<file path="config.mk">
export PLATFORM = sky130hd
export DESIGN_NAME = lidar_frame_deframe_repack_unit
export DESIGN_NICKNAME = d
export VERILOG_FILES = /design/src/rtl/core/lfdr_pkg.sv /design/src/rtl/core/lfdr_bank_ram.sv /design/src/rtl/core/lfdr_front.sv /design/src/rtl/core/lfdr_bank_ctl.sv /design/src/rtl/core/lfdr_back.sv /design/src/rtl/core/lidar_frame_deframe_repack_unit.sv
export SDC_FILE = /design/constraint.sdc
export NUM_CORES = 1
export LEC_CHECK = 0
export BUFFER_PORTS_ARGS = -buffer_cell sky130_fd_sc_hd__buf_2
export CAP_MARGIN = 20
export CORE_AREA = 2 2 267 269
export DETAILED_ROUTE_END_ITERATION = 6
export DIE_AREA = 0 0 269 271
export PLACE_DENSITY_LB_ADDON = 0.05
export SLEW_MARGIN = 5
export SYNTH_ARGS = -nofsm -noshare
export SYNTH_HDL_FRONTEND = slang
export SYNTH_SLANG_ARGS = --single-unit
</file>
<file path="constraint.sdc">
create_clock -name clk -period 3.9 [get_ports clk]
set_input_delay 0.39 -clock clk [delete_from_list [all_inputs] [get_ports clk]]
set_output_delay 0.39 -clock clk [all_outputs]
set_load 0.005 [all_outputs]
</file>
<file path="src/rtl/core/lfdr_pkg.sv">
// ----------------------------------------------------------------------------
// lfdr_pkg
// Shared constants and types of the lidar frame deframe and repack unit.
// ----------------------------------------------------------------------------
package lfdr_pkg;

	// framing bytes
	localparam logic [7:0] SYNC_A = 8'h54;
	localparam logic [7:0] SYNC_B = 8'h2C;

	// body store limits
	localparam int BODY_MAX  = 47;
	localparam int BODY_MIN  = 40;
	localparam int BODY_LAST = 38;
	localparam int BODY_FIRST = 2;
	localparam int CNT_W     = $clog2(BODY_MAX + 1);

	// emitted frame layout: two header bytes then the kept body bytes
	localparam int FRAME_OUT = 28;
	localparam int HDR_NUM   = 2;
	localparam int SLOT_NUM  = FRAME_OUT - HDR_NUM;
	localparam int OUT_IDX_W = $clog2(FRAME_OUT);
	localparam int SLOT_W    = $clog2(SLOT_NUM);

	// frame banks between front and back
	localparam int NBANK  = 4;
	localparam int BANK_W = $clog2(NBANK);
	localparam int OCC_W  = $clog2(NBANK + 1);
	localparam int ADDR_W = BANK_W + SLOT_W;

	// output queue
	localparam int FIFO_DEPTH = 4;
	localparam int FPTR_W     = $clog2(FIFO_DEPTH);
	localparam int FCNT_W     = $clog2(FIFO_DEPTH + 1);

	// write request from the front into the bank memory
	typedef struct packed {
		logic              en;
		logic [ADDR_W-1:0] addr;
		logic [7:0]        data;
	} wr_t;

	// bank queue status seen by front and back
	typedef struct packed {
		logic [BANK_W-1:0] wr_bank;
		logic [BANK_W-1:0] rd_bank;
		logic              full;
		logic              avail;
	} bank_st_t;

endpackage

</file>
<file path="src/rtl/core/lfdr_bank_ram.sv">
// ----------------------------------------------------------------------------
// lfdr_bank_ram
// Frame bank memory: one write port, one registered read port.
// ----------------------------------------------------------------------------
module lfdr_bank_ram
	import lfdr_pkg::*;
(
	input  logic              clk,
	input  wr_t               wr,
	input  logic              rd_en,
	input  logic [ADDR_W-1:0] rd_addr,
	output logic [7:0]        rd_data
);

	logic [7:0] mem_q [2**ADDR_W];
	logic [7:0] rd_data_q;

	// write port
	always_ff @(posedge clk) begin
		if (wr.en) begin
			mem_q[wr.addr] <= wr.data;
		end
	end

	// registered read port
	always_ff @(posedge clk) begin
		if (rd_en) begin
			rd_data_q <= mem_q[rd_addr];
		end
	end

	assign rd_data = rd_data_q;

endmodule

</file>
<file path="src/rtl/core/lfdr_front.sv">
// ----------------------------------------------------------------------------
// lfdr_front
// Header hunt, body framing and end detection; writes kept body bytes.
// ----------------------------------------------------------------------------
module lfdr_front
	import lfdr_pkg::*;
(
	input  logic       clk,
	input  logic       arst_n,
	input  logic       acc,
	input  logic [7:0] rx_byte,
	input  bank_st_t   st,
	output wr_t        wr,
	output logic       commit
);

	logic              in_frame_q, in_frame_d;
	logic              hdr_half_q, hdr_half_d;
	logic              end_half_q, end_half_d;
	logic [CNT_W-1:0]  cnt_q, cnt_d;
	logic [1:0]        ph_q, ph_d;
	logic [SLOT_W-1:0] slot_q, slot_d;
	logic [CNT_W-1:0]  cnt_inc;
	logic              keep;

	// body index kept in the output: 2..38, minus multiples of three past 3
	assign cnt_inc = cnt_q + CNT_W'(1);
	assign keep    = (cnt_q >= CNT_W'(BODY_FIRST)) && (cnt_q <= CNT_W'(BODY_LAST))
		&& ((cnt_q < CNT_W'(4)) || (ph_q != 2'd0));

	// next state per accepted byte
	always_comb begin
		in_frame_d = in_frame_q;
		hdr_half_d = hdr_half_q;
		end_half_d = end_half_q;
		cnt_d      = cnt_q;
		ph_d       = ph_q;
		slot_d     = slot_q;
		commit     = 1'b0;
		wr.en      = 1'b0;
		wr.addr    = {st.wr_bank, slot_q};
		wr.data    = rx_byte;
		if (acc) begin
			if (!in_frame_q) begin
				// hunting for the header pair
				if (hdr_half_q && (rx_byte == SYNC_B)) begin
					hdr_half_d = 1'b0;
					in_frame_d = 1'b1;
					end_half_d = 1'b0;
					cnt_d      = '0;
					ph_d       = 2'd0;
					slot_d     = '0;
				end else begin
					hdr_half_d = (rx_byte == SYNC_A);
				end
			end else if (end_half_q && (rx_byte == SYNC_B)) begin
				// frame complete, next frame starts at once
				commit     = 1'b1;
				end_half_d = 1'b0;
				cnt_d      = '0;
				ph_d       = 2'd0;
				slot_d     = '0;
			end else if (end_half_q && (cnt_q >= CNT_W'(BODY_MAX))) begin
				// end pending at full store failed: drop, rehunt this byte
				in_frame_d = 1'b0;
				end_half_d = 1'b0;
				cnt_d      = '0;
				hdr_half_d = (rx_byte == SYNC_A);
			end else begin
				// store one body byte
				end_half_d = 1'b0;
				wr.en      = keep;
				cnt_d      = cnt_inc;
				ph_d       = (ph_q == 2'd2) ? 2'd0 : ph_q + 2'd1;
				if (keep) begin
					slot_d = slot_q + SLOT_W'(1);
				end
				if ((cnt_inc >= CNT_W'(BODY_MIN)) && (rx_byte == SYNC_A)) begin
					end_half_d = 1'b1;
				end else if (cnt_inc >= CNT_W'(BODY_MAX)) begin
					in_frame_d = 1'b0;
					hdr_half_d = 1'b0;
					cnt_d      = '0;
				end
			end
		end
	end

	// state registers
	always_ff @(posedge clk or negedge arst_n) begin
		if (!arst_n) begin
			in_frame_q <= 1'b0;
			hdr_half_q <= 1'b0;
			end_half_q <= 1'b0;
			cnt_q      <= '0;
			ph_q       <= 2'd0;
			slot_q     <= '0;
		end else begin
			in_frame_q <= in_frame_d;
			hdr_half_q <= hdr_half_d;
			end_half_q <= end_half_d;
			cnt_q      <= cnt_d;
			ph_q       <= ph_d;
			slot_q     <= slot_d;
		end
	end

endmodule

</file>
<file path="src/rtl/core/lfdr_bank_ctl.sv">
// ----------------------------------------------------------------------------
// lfdr_bank_ctl
// Queue of finished frame banks between front and back.
// ----------------------------------------------------------------------------
module lfdr_bank_ctl
	import lfdr_pkg::*;
(
	input  logic     clk,
	input  logic     arst_n,
	input  logic     commit,
	input  logic     done,
	output bank_st_t st
);

	logic [BANK_W-1:0] wr_bank_q;
	logic [BANK_W-1:0] rd_bank_q;
	logic [OCC_W-1:0]  occ_q;

	// bank pointers and occupancy
	always_ff @(posedge clk or negedge arst_n) begin
		if (!arst_n) begin
			wr_bank_q <= '0;
			rd_bank_q <= '0;
			occ_q     <= '0;
		end else begin
			if (commit) begin
				wr_bank_q <= wr_bank_q + BANK_W'(1);
			end
			if (done) begin
				rd_bank_q <= rd_bank_q + BANK_W'(1);
			end
			if (commit && !done) begin
				occ_q <= occ_q + OCC_W'(1);
			end else if (done && !commit) begin
				occ_q <= occ_q - OCC_W'(1);
			end
		end
	end

	assign st.wr_bank = wr_bank_q;
	assign st.rd_bank = rd_bank_q;
	assign st.full    = (occ_q == OCC_W'(NBANK));
	assign st.avail   = (occ_q != '0);

endmodule

</file>
<file path="src/rtl/core/lfdr_back.sv">
// ----------------------------------------------------------------------------
// lfdr_back
// Frame emission sequencer with bank read stage and output queue.
// ----------------------------------------------------------------------------
module lfdr_back
	import lfdr_pkg::*;
(
	input  logic              clk,
	input  logic              arst_n,
	input  bank_st_t          st,
	input  logic [7:0]        rd_data,
	output logic              rd_en,
	output logic [ADDR_W-1:0] rd_addr,
	output logic              done,
	output logic              out_valid,
	input  logic              out_stall,
	output logic [7:0]        out_byte,
	output logic              last_of_frame
);

	typedef struct packed {
		logic [7:0] data;
		logic       last;
	} oitem_t;

	logic [OUT_IDX_W-1:0] idx_q;
	logic                 v_s1;
	logic                 hdr_s1;
	logic [7:0]           hbyte_s1;
	logic                 last_s1;
	oitem_t               fifo_q [FIFO_DEPTH];
	logic [FPTR_W-1:0]    wptr_q, rptr_q;
	logic [FCNT_W-1:0]    fcnt_q;
	logic [FCNT_W:0]      room_sum;
	logic                 issue;
	logic                 is_last;
	logic                 push, pop;
	oitem_t               push_item;

	// issue one output position when a frame waits and the queue has room
	assign room_sum = {1'b0, fcnt_q} + (FCNT_W + 1)'(v_s1);
	assign issue    = st.avail && (room_sum < (FCNT_W + 1)'(FIFO_DEPTH));
	assign is_last  = (idx_q == OUT_IDX_W'(FRAME_OUT - 1));
	assign done     = issue && is_last;
	assign rd_en    = issue;
	assign rd_addr  = {st.rd_bank, SLOT_W'(idx_q - OUT_IDX_W'(HDR_NUM))};

	// position counter within the frame
	always_ff @(posedge clk or negedge arst_n) begin
		if (!arst_n) begin
			idx_q <= '0;
		end else if (issue) begin
			idx_q <= is_last ? '0 : idx_q + OUT_IDX_W'(1);
		end
	end

	// read stage: header bytes bypass the memory
	always_ff @(posedge clk or negedge arst_n) begin
		if (!arst_n) begin
			v_s1 <= 1'b0;
		end else begin
			v_s1 <= issue;
		end
	end

	always_ff @(posedge clk) begin
		if (issue) begin
			hdr_s1   <= (idx_q < OUT_IDX_W'(HDR_NUM));
			hbyte_s1 <= (idx_q == '0) ? SYNC_A : SYNC_B;
			last_s1  <= is_last;
		end
	end

	// output queue
	assign push           = v_s1;
	assign pop            = out_valid && !out_stall;
	assign push_item.data = hdr_s1 ? hbyte_s1 : rd_data;
	assign push_item.last = last_s1;

	always_ff @(posedge clk) begin
		if (push) begin
			fifo_q[wptr_q] <= push_item;
		end
	end

	always_ff @(posedge clk or negedge arst_n) begin
		if (!arst_n) begin
			wptr_q <= '0;
			rptr_q <= '0;
			fcnt_q <= '0;
		end else begin
			if (push) begin
				wptr_q <= wptr_q + FPTR_W'(1);
			end
			if (pop) begin
				rptr_q <= rptr_q + FPTR_W'(1);
			end
			if (push && !pop) begin
				fcnt_q <= fcnt_q + FCNT_W'(1);
			end else if (pop && !push) begin
				fcnt_q <= fcnt_q - FCNT_W'(1);
			end
		end
	end

	assign out_valid     = (fcnt_q != '0);
	assign out_byte      = fifo_q[rptr_q].data;
	assign last_of_frame = fifo_q[rptr_q].last;

endmodule

</file>
<file path="src/rtl/core/lidar_frame_deframe_repack_unit.sv">
// ----------------------------------------------------------------------------
// lidar_frame_deframe_repack_unit
// Lidar UART deframer: hunts 0x54 0x2C, collects the body, emits 28 bytes.
// ----------------------------------------------------------------------------
//  channel  handshake             payload
//  input    in_valid / in_stall   rx_byte
//  output   out_valid / out_stall out_byte, last_of_frame
//
// One input byte is taken per cycle while a free frame bank exists.
// A finished frame leaves as 28 bytes, one per cycle while out_stall is low,
// passing from its bank through the bank read stage and a four-entry output
// queue. Four frame banks let input continue during emission.
// in_stall rises only when all four banks hold frames not yet read out.
// Reset is asynchronous and clears all control state; banks need no clearing.
module lidar_frame_deframe_repack_unit
	import lfdr_pkg::*;
(
	input  logic       clk,
	input  logic       arst_n,
	input  logic       in_valid,
	output logic       in_stall,
	input  logic [7:0] rx_byte,
	output logic       out_valid,
	input  logic       out_stall,
	output logic [7:0] out_byte,
	output logic       last_of_frame
);

	bank_st_t          st;
	wr_t               wr;
	logic              commit;
	logic              done;
	logic              rd_en;
	logic [ADDR_W-1:0] rd_addr;
	logic [7:0]        rd_data;
	logic              acc;

	// input accept
	assign in_stall = st.full;
	assign acc      = in_valid && !in_stall;

	lfdr_front u_front (
		.clk     (clk),
		.arst_n  (arst_n),
		.acc     (acc),
		.rx_byte (rx_byte),
		.st      (st),
		.wr      (wr),
		.commit  (commit)
	);

	lfdr_bank_ctl u_bank_ctl (
		.clk    (clk),
		.arst_n (arst_n),
		.commit (commit),
		.done   (done),
		.st     (st)
	);

	lfdr_bank_ram u_ram (
		.clk     (clk),
		.wr      (wr),
		.rd_en   (rd_en),
		.rd_addr (rd_addr),
		.rd_data (rd_data)
	);

	lfdr_back u_back (
		.clk           (clk),
		.arst_n        (arst_n),
		.st            (st),
		.rd_data       (rd_data),
		.rd_en         (rd_en),
		.rd_addr       (rd_addr),
		.done          (done),
		.out_valid     (out_valid),
		.out_stall     (out_stall),
		.out_byte      (out_byte),
		.last_of_frame (last_of_frame)
	);

endmodule

</file>
# --- After elaboration in Yosys (flattened, before gate mapping) ---
# Memories as Yosys holds them, arrays and structs flattened. A register that Yosys moved wholly into a read port is not among the register bits.
# Cells that the tools add are included.
# Widths: inputs -> output; s select.
word_totals:
  reg_bits: 46
  latchBits: 0
  ramBits: 1060
  rom_bits: 0
  in_bits: 12
  out_inout_bits: 11
  wordCells: 134
  memories: 2
memory_table:
  columns: ["memory", "words", "width", "rd", "rd_clocked_by_memory_dff", "write_ports", "line", "text"]
  rows:
  - ["u_ram.mem_q", 128, 8, 1, 1, 1, "lfdr_bank_ram.sv:15", "logic [7:0] mem_q [2**ADDR_W];"]
  - ["u_back.fifo_q", 4, 9, 1, 0, 1, "lfdr_back.sv:31", "oitem_t fifo_q [FIFO_DEPTH];"]
op_classes:
  n_addsub: 14
  mul: 0
  div_mod_pow: 0
  magnitude_cmp: 8
  n_eq_ne: 10
  shifts: 0
  n_mux: 51
  bitwise_logic: 0
  reduce_logical: 32
op_table:
  columns: ["cell", "count"]
  rows:
  - ["$mux 6", 6]
  - ["$mux 5", 6]
  - ["$mux 1", 28]
  - ["$ge 6x6->1 const B", 3]
  - ["$logic_and 1x1->1", 14]
  - ["$mux 3", 4]
  - ["$ne 3x3->1 const B", 4]
  - ["$add 2x1->2 const B", 5]
  - ["$add 5x1->5 const B", 2]
  - ["$mux 2", 5]
  - ["$eq 8x6->1 const B", 1]
  - ["$eq 8x7->1 const B", 1]
  - ["$mux 8", 1]
  - ["$reduce_and 4->1", 2]
  - ["$reduce_bool 2->1", 4]
  - ["$mux 7", 1]
  - ["$add 3x1->3 const B", 2]
  - ["$add 6x1->6 const B", 1]
  - ["$ge 6x2->1 const B", 1]
  - ["$le 6x6->1 const B", 1]
  - ["$logic_not 1->1", 6]
  - ["$lt 6x3->1 const B", 1]
  - ["$reduce_bool 3->1", 2]
  - ["$sub 3x1->3 const B", 2]
  - ["other kinds (12)", 12]

# --- Longest topological paths before layout ---
# Gate-level depths: netlist of the first run.
logic_depth:
  depth_word: 9
  depth_mapped: 14
  mapped_depth_nobuf: 11

# --- Modules after synthesis ---
# A second synthesis of the first run with hierarchy kept.
hier_totals:
  cells_unflattened: 1931
  area_unflattened_um2: 43613.1
modules_own_cells:
  columns: ["module", "n_inst", "cells_each", "area_per_inst_um2", "seq_area_each_um2"]
  rows:
  - ["lfdr_bank_ram", 1, 1635, 39745.6, 30989.7]
  - ["lfdr_back", 1, 144, 2324.7, 1526.5]
  - ["lfdr_front", 1, 127, 1216.2, 400.4]
  - ["lfdr_bank_ctl", 1, 24, 312.8, 175.2]
  - ["lidar_frame_deframe_repack_unit", 1, 1, 13.8, 0.0]

# --- Worst setup path after synthesis of the first run ---
# No wires, ideal clock.
synth_timing:
  path_type: "register to register"
  startpoint: "register u_back.idx_q[1]"
  endpoint: "register u_ram.rd_data_q[6] (netlist: u_ram.rd_data[6]), read port of u_ram.mem_q (data pin)"
  arrival_ps: 3200
  slack_ps: 441
  path_stages_with_launch: 15
  synth_period_minus_slack_ps: 3459
  path_cell_list: "dfrtp_1 -> buf_2 -> buf_2 -> buf_4 -> buf_2 -> inv_1 -> ha_1 -> buf_2 -> clkbuf_1 -> clkbuf_1 -> mux4_2 -> nand2_1 -> a31oi_1 -> nand2_1 -> nand3_1"
synth_between:
  elab_chain_len: 1
synth_rtl:
  columns: ["element", "line", "text"]
  rows:
  - ["start, declared", "lfdr_back.sv:26", "logic [OUT_IDX_W-1:0] idx_q;"]
  - ["start signal, assigned", "lfdr_back.sv:53", "idx_q <= is_last ? '0 : idx_q + OUT_IDX_W'(1);"]
  - ["$sub 5x2->5", "lfdr_back.sv:46", "assign rd_addr = {st.rd_bank, SLOT_W'(idx_q - OUT_IDX_W'(HDR_NUM))};"]
  - ["end, declared", "lfdr_bank_ram.sv:16", "logic [7:0] rd_data_q;"]
# Every way passes these cells.
# A chain may end at the register's enable or synchronous reset.

# --- Worst setup path after layout of the first run ---
layout_timing:
  startpoint: "register u_back.idx_q[2]"
  endpoint: "register u_ram.rd_data_q[0] (netlist: u_ram.rd_data[0]), read port of u_ram.mem_q (data pin)"
# The elaborated chain is that of the path after synthesis.

==> results of run 1 <==
-- kinds of logic after synthesis --
group	Yosys count
AO/OA/AOI/OAI	116
XOR/XNOR	18
adder cells (fa/ha/maj)	20
buffers and inverters	139
flip-flops	1108
multiplexers	366
AND/OR/NAND/NOR	351
-- repair_timing --
item | 4_1_cts | 5_1_grt
endpoints found under the hold margin | 36 | 0
setup buffers | 0 | 0
hold buffers | 1 | 0
-- synthesized netlist by cell type, types with 3 or more instances --
cell type / n
a21o_1: 3
a21oi_1: 16
a222oi_1: 32
a22o_1: 3
a31oi_1: 27
and2_1: 6
and3_1: 10
buf_1: 15
buf_2: 39
buf_4: 13
buf_6: 4
clkbuf_1: 42
dfrtp_1: 36
edfxtp_1: 1072
ha_1: 17
inv_1: 26
mux2_2: 3
mux2i_1: 98
mux4_2: 265
nand2_1: 116
nand2b_1: 4
nand3_1: 29
nand4_1: 3
nor2_1: 144
nor2b_1: 9
nor3_1: 4
o21a_1: 3
o21ai_0: 21
o22ai_1: 4
or2_2: 4
xnor2_1: 8
xor2_1: 10
-- layer usage --
metal  track usage (%)  wire length, µm
met4             8.114             2664
met5                 0                0
met1             40.53            39290
met2             45.14            49290
met3             4.314             7614
-- flip-flops by register name, indices dropped and copies added (netlist names), 2 cells and up --
| name | cells |
|---|---|
| u_bank_ctl.occ_q | 3 |
| u_back.rptr_q | 2 |
| u_ram.rd_data | 8 |
| u_front.ph_q | 2 |
| u_ram.mem_q | 1024 |
| u_bank_ctl.wr_bank_q | 2 |
| u_back.fifo_q | 36 |
| u_bank_ctl.rd_bank_q | 2 |
| u_back.hbyte_s1 | 2 |
| u_back.idx_q | 5 |
| u_front.slot_q | 5 |
| u_back.wptr_q | 2 |
| u_front.cnt_q | 6 |
| u_back.fcnt_q | 3 |
-- power breakdown --
part	internal (µW)	leakage, µW	switching, µW
clock	6250	0.00172	4320
sequential	13600	0.0101	381
combinational	5100	0.00402	6470
-- area by class of cell --
type	count	area (µm²)
clock buffer	129	2770
multi-input combinational	871	9931
tap	940	1176
timing repair buffer	103	919.6
sequential	1108	33100
inverter	26	102.6
fill	4285	20960
clock inverter	69	834.6
-- worst max path at each step --
stage / endpoint / cells past startpoint / start / slack (ns)
2_1_floorplan: u_ram.rd_data[6] / 14 / u_back.idx_q[1] / 0.44
3_3_place_gp: u_bank_ctl.occ_q[2] / 12 / rx_byte[5] / -0.43
3_5_place_dp: u_ram.mem_q[125][4] / 7 / u_front.cnt_q[3] / 0.49
4_1_cts: u_ram.mem_q[8][7] / 6 / u_front.cnt_q[3] / 0.49
5_1_grt: u_ram.rd_data[1] / 9 / u_back.idx_q[2] / 0.38
6_report: u_ram.rd_data[0] / 9 / u_back.idx_q[2] / 0.46
-- stage by stage --
stage          util [%]  cell area [µm²]  total power [µW]  hold WS [ns]  TNS [ns]
2_1_floorplan         -            43590             21710       0.09441         0
3_3_place_gp      64.74            45180             25640        0.4809   -219.71
3_5_place_dp      64.79            45220             25800        0.4929         0
4_1_cts           69.97            48830             36300       0.07921         0
5_1_grt           69.97            48830             37350       0.09824         0
6_report          69.97            48830             36090       0.09085         0
-- worst reg2reg max path, stage by stage (launching register included) --
cell      delay, ns
dfrtp_1        0.45
inv_1          0.14
ha_4           0.46
buf_12         0.29
buf_12         0.36
mux4_2         0.29
mux2i_1        0.11
a222oi_1       0.68
nand2_1        0.22
nand3_1        0.26
==> metrics.csv, run 1 <==
metric,value,unit
r2r-end,u_ram.rd_data[0],
synth_adder_area_share,0.6056,%
cp_num_buf_inv,3,
critPathMaxStageDelay,0.68,ns
finalClockSkew,0.02086,ns
synth_top_area_share,73.85,%
synth.distinct_cells,55,
grt_pass1_vias,21430,
synth.area.mux_share,16.02,%
wirelength,98.85,mm
setup_viol,0,
nets,2246,
dp_slack,0.4930,ns
layout-drive-gt1-share,23.63,%
fin_cells,3246,
cts_root_buf,clkbuf_16,
fin_crit_sh,88.15,%
antenna_found_initial,1,
ys_warn_count,0,
grt_pass1_wl,145.3,mm
numPortBuffers,22,
die_w,269,µm
hold_start,out_stall,
fin_crit,3.438,ns
tightest_slew,1.128,ns
drt-initial-drc-count,2689,
cp.arrival,3.92,ns
synth_top_family_by_area,multiplexers,
hold_viol,0,
numCtsBuffers,105,
path_cells,"inv_1, ha_4, buf_12, buf_12, mux4_2, mux2i_1, a222oi_1, nand2_1, nand3_1",
ys_async_sr_fraction,3.249,%
report.final.slew_viol_count,0,
grt.total_usage,28.01,%
ys_seq_area_share,75.91,%
start_util,62.47,%
endpoint_kind,register,
rows,97,
cp-start-kind,register,
worstReg2RegStart,u_back.idx_q[2],
worst_slew_margin_rel,24.53,%
rsz0062_at_grt,false,
clk_latency,0.67,ns
drcViolationCount,0,
worstPathMaxFanout,53,
overflow,0,
cts.path.max_buffers,3,
synth-edff-count,1072,
synth_seq_cells,1108,
ir_worst_vdd,0.001004,V
vias_per_cell,6.556,
p_leak,0.01583,µW
synth_xor_area_share,0.3617,%
slowest_stage,a222oi_1,
io_pins,23,
gp_congestion,0.8319,
die_y,271,µm
cts_tree,yes,
synth_cells,2118,
diodes,0,
core_area,69790,µm²
crit_type,reg2reg,
clock-sinks,1108,
area_delta_synth_final,12.02,%
synth_compound_gate_area_share,1.920,%
hp-class,in2reg,
antenna_left,0,
dieArea,72900,µm²
dp_cells,3047,
synth_top_flop_cell,edfxtp_1,
vias,21280,
r2r_slack,0.46,ns
synth.area.top_cells,"edfxtp_1 (74%), mux4_2 (14%), mux2i_1 (2.3%)",
fin_ws,0.4621,ns
outcome,finished clean,
syn_area,43590,µm²
most-common-layout-cells,"edfxtp_1 (1072), mux4_2 (265), nor2_1 (144), nand2_1 (116), clkbuf_16 (107)",
synth_area_leader_cell,edfxtp_1,
min_path_cells,3,
grt_max_degree,93,
drt-wirelength-per-cell,30.45,µm
dpl.hpwl,61.20,mm
synth-simple-area-share,3.691,%
cts-resized-gates,0,
holdPathEnd,u_back.rptr_q[0],
syn-num-nets,2149,
max_cap_viol_count,0,
cp_common_cell,buf_12,
drt-pass1-iter-count,7,
path_delay_family,buffers and inverters,
path_clk_slew,0.06,ns
layout_commonest_cell,edfxtp_1,
crit_required,4.38,ns
ctsHtreeMaxLevel,3,
rr_worst_depth,9,
cellPowerDensity,739.0,nW/µm²
fmax,290.9,MHz
syn_area_per_cell,20.58,µm²
Note: power is estimated with default switching activity, not from simulation.
==> run 2, diff against run 1 <==
- RECOVER_POWER: unset -> 50
==> metrics.csv, run 2 (synthesis results as in run 1) <==
metric,value,unit
outcome,"finished, violations left",
violations,"capacitance limit, slew limit",
ctsHtreeMaxLevel,3,
tightest_slew,2.489,ns
worst_slew_margin_rel,-65.95,%
drt-wirelength-per-cell,30.44,µm
ir_worst_vdd,0.001006,V
wirelength,98.80,mm
cp-endpoint,u_ram.mem_q[39][7],
numPortBuffers,22,
rr_worst_depth,9,
hold_viol,0,
diodes,0,
clk_latency,0.68,ns
setup_viol,0,
overflow,0,
fin_crit,3.441,ns
vias_per_cell,6.535,
path_delay_family,buffers and inverters,
cts-resized-gates,0,
drt-initial-drc-count,2692,
max_cap_viol_count,12,
dieArea,72900,µm²
drt-pass1-iter-count,6,
finalClockSkew,0.02187,ns
worstReg2RegStart,u_back.idx_q[2],
vias,21210,
endpoint_kind,register,
critical_path_depth,3,
most-common-layout-cells,"edfxtp_1 (1072), mux4_2 (265), nor2_1 (144), nand2_1 (116), clkbuf_16 (107)",
dp_slack,0.4930,ns
cts.path.max_buffers,3,
io_pins,23,
numCtsBuffers,105,
p_leak,0.01577,µW
core_area,69790,µm²
r2r-end,u_ram.rd_data[0],
cp_num_buf_inv,3,
finalPower,36090,µW
area_delta_synth_final,11.87,%
cp_common_cell,clkbuf_1,
cp.arrival,3.63,ns
cellPowerDensity,740.0,nW/µm²
dpl.hpwl,61.20,mm
hp-class,in2reg,
grt.total_usage,28.01,%
die_y,271,µm
cts_setup_buffers,0,
crit_required,4.08,ns
nets,2246,
cts_root_buf,clkbuf_16,
start_util,62.47,%
fin_crit_sh,88.24,%
slowest_stage,clkbuf_2,
layout_commonest_cell,edfxtp_1,
grt_max_degree,93,
hold_start,out_stall,
clock-sinks,1108,
fmax,290.6,MHz
rsz0062_at_grt,false,
grt_pass1_vias,21430,
crit_type,in2reg,
path_cells,"clkbuf_1, clkbuf_1, clkbuf_2",
critPathMaxStageDelay,1.60,ns
gp_congestion,0.8319,
cts_tree,yes,
regMostFlops,u_ram.mem_q,
antenna_found_initial,1,
drcViolationCount,0,
grt_pass1_wl,145.3,mm
largest_reg_flops,1024,
rows,97,
die_w,269,µm
crit_start,rx_byte[7],
fin_ws,0.4585,ns
worstPathMaxFanout,88,
report.final.slew_viol_count,739,
fin_area,48760,µm²
cp-start-kind,primary input,
path_clk_slew,0.06,ns
layout-drive-gt1-share,22.98,%
r2r_slack,0.48,ns
antenna_left,0,
place_area,45220,µm²
[run 2: metrics by stage]
stage          cells  hold WS [ns]  utilization (%)  TNS (ns)
2_1_floorplan   2118       0.09441                -         0
3_3_place_gp    3046        0.4809            64.74   -219.71
3_5_place_dp    3047        0.4929            64.79         0
4_1_cts         3246       0.07921            69.97         0
5_1_grt         3246       0.09824            69.88         0
6_report        3246       0.08818            69.88         0
[run 2: power breakdown]
group | internal [µW] | switching (µW)
registers | 13600 | 379
clock network | 6250 | 4320
logic | 5090 | 6480
[run 2: what timing repair did]
action / 4_1_cts / 5_1_grt
hold buffers: 1 / 0
endpoints found under the hold margin: 36 / 0
setup endpoints to repair: 0 / 0
[run 2: worst min-delay path: stages]
cell and delay, ns:
buf_2 0.08, nor2b_1 0.08, xor2_1 0.14
[run 2: how the worst min path moves through the flow]
stage	endpoint	slack [ns]	cells after the start
4_1_cts	u_back.rptr_q[0]	0.08	3
3_5_place_dp	u_bank_ctl.occ_q[2]	0.49	1
2_1_floorplan	u_back.fcnt_q[0]	0.09	0
3_3_place_gp	u_bank_ctl.occ_q[2]	0.48	1
5_1_grt	u_back.rptr_q[1]	0.1	4
6_report	u_back.rptr_q[0]	0.09	3
[run 2: final cells by class]
class / instances / area [µm²]
Clock inverter: 69 / 834.6
Multi-Input combinational cell: 871 / 9931
Clock buffer: 129 / 2770
Fill cell: 4295 / 21020
Inverter: 26 / 102.6
Sequential cell: 1108 / 33100
Timing Repair Buffer: 103 / 853.3
Tap cell: 940 / 1176
[run 2: layer usage]
metal	track usage (%)	up-vias	routed length [µm]
met5	0	-	0
met4	8.114	0	2730
met3	4.314	166	7289
met2	45.14	987	49230
met1	40.53	11160	39550
li1	-	8897	-
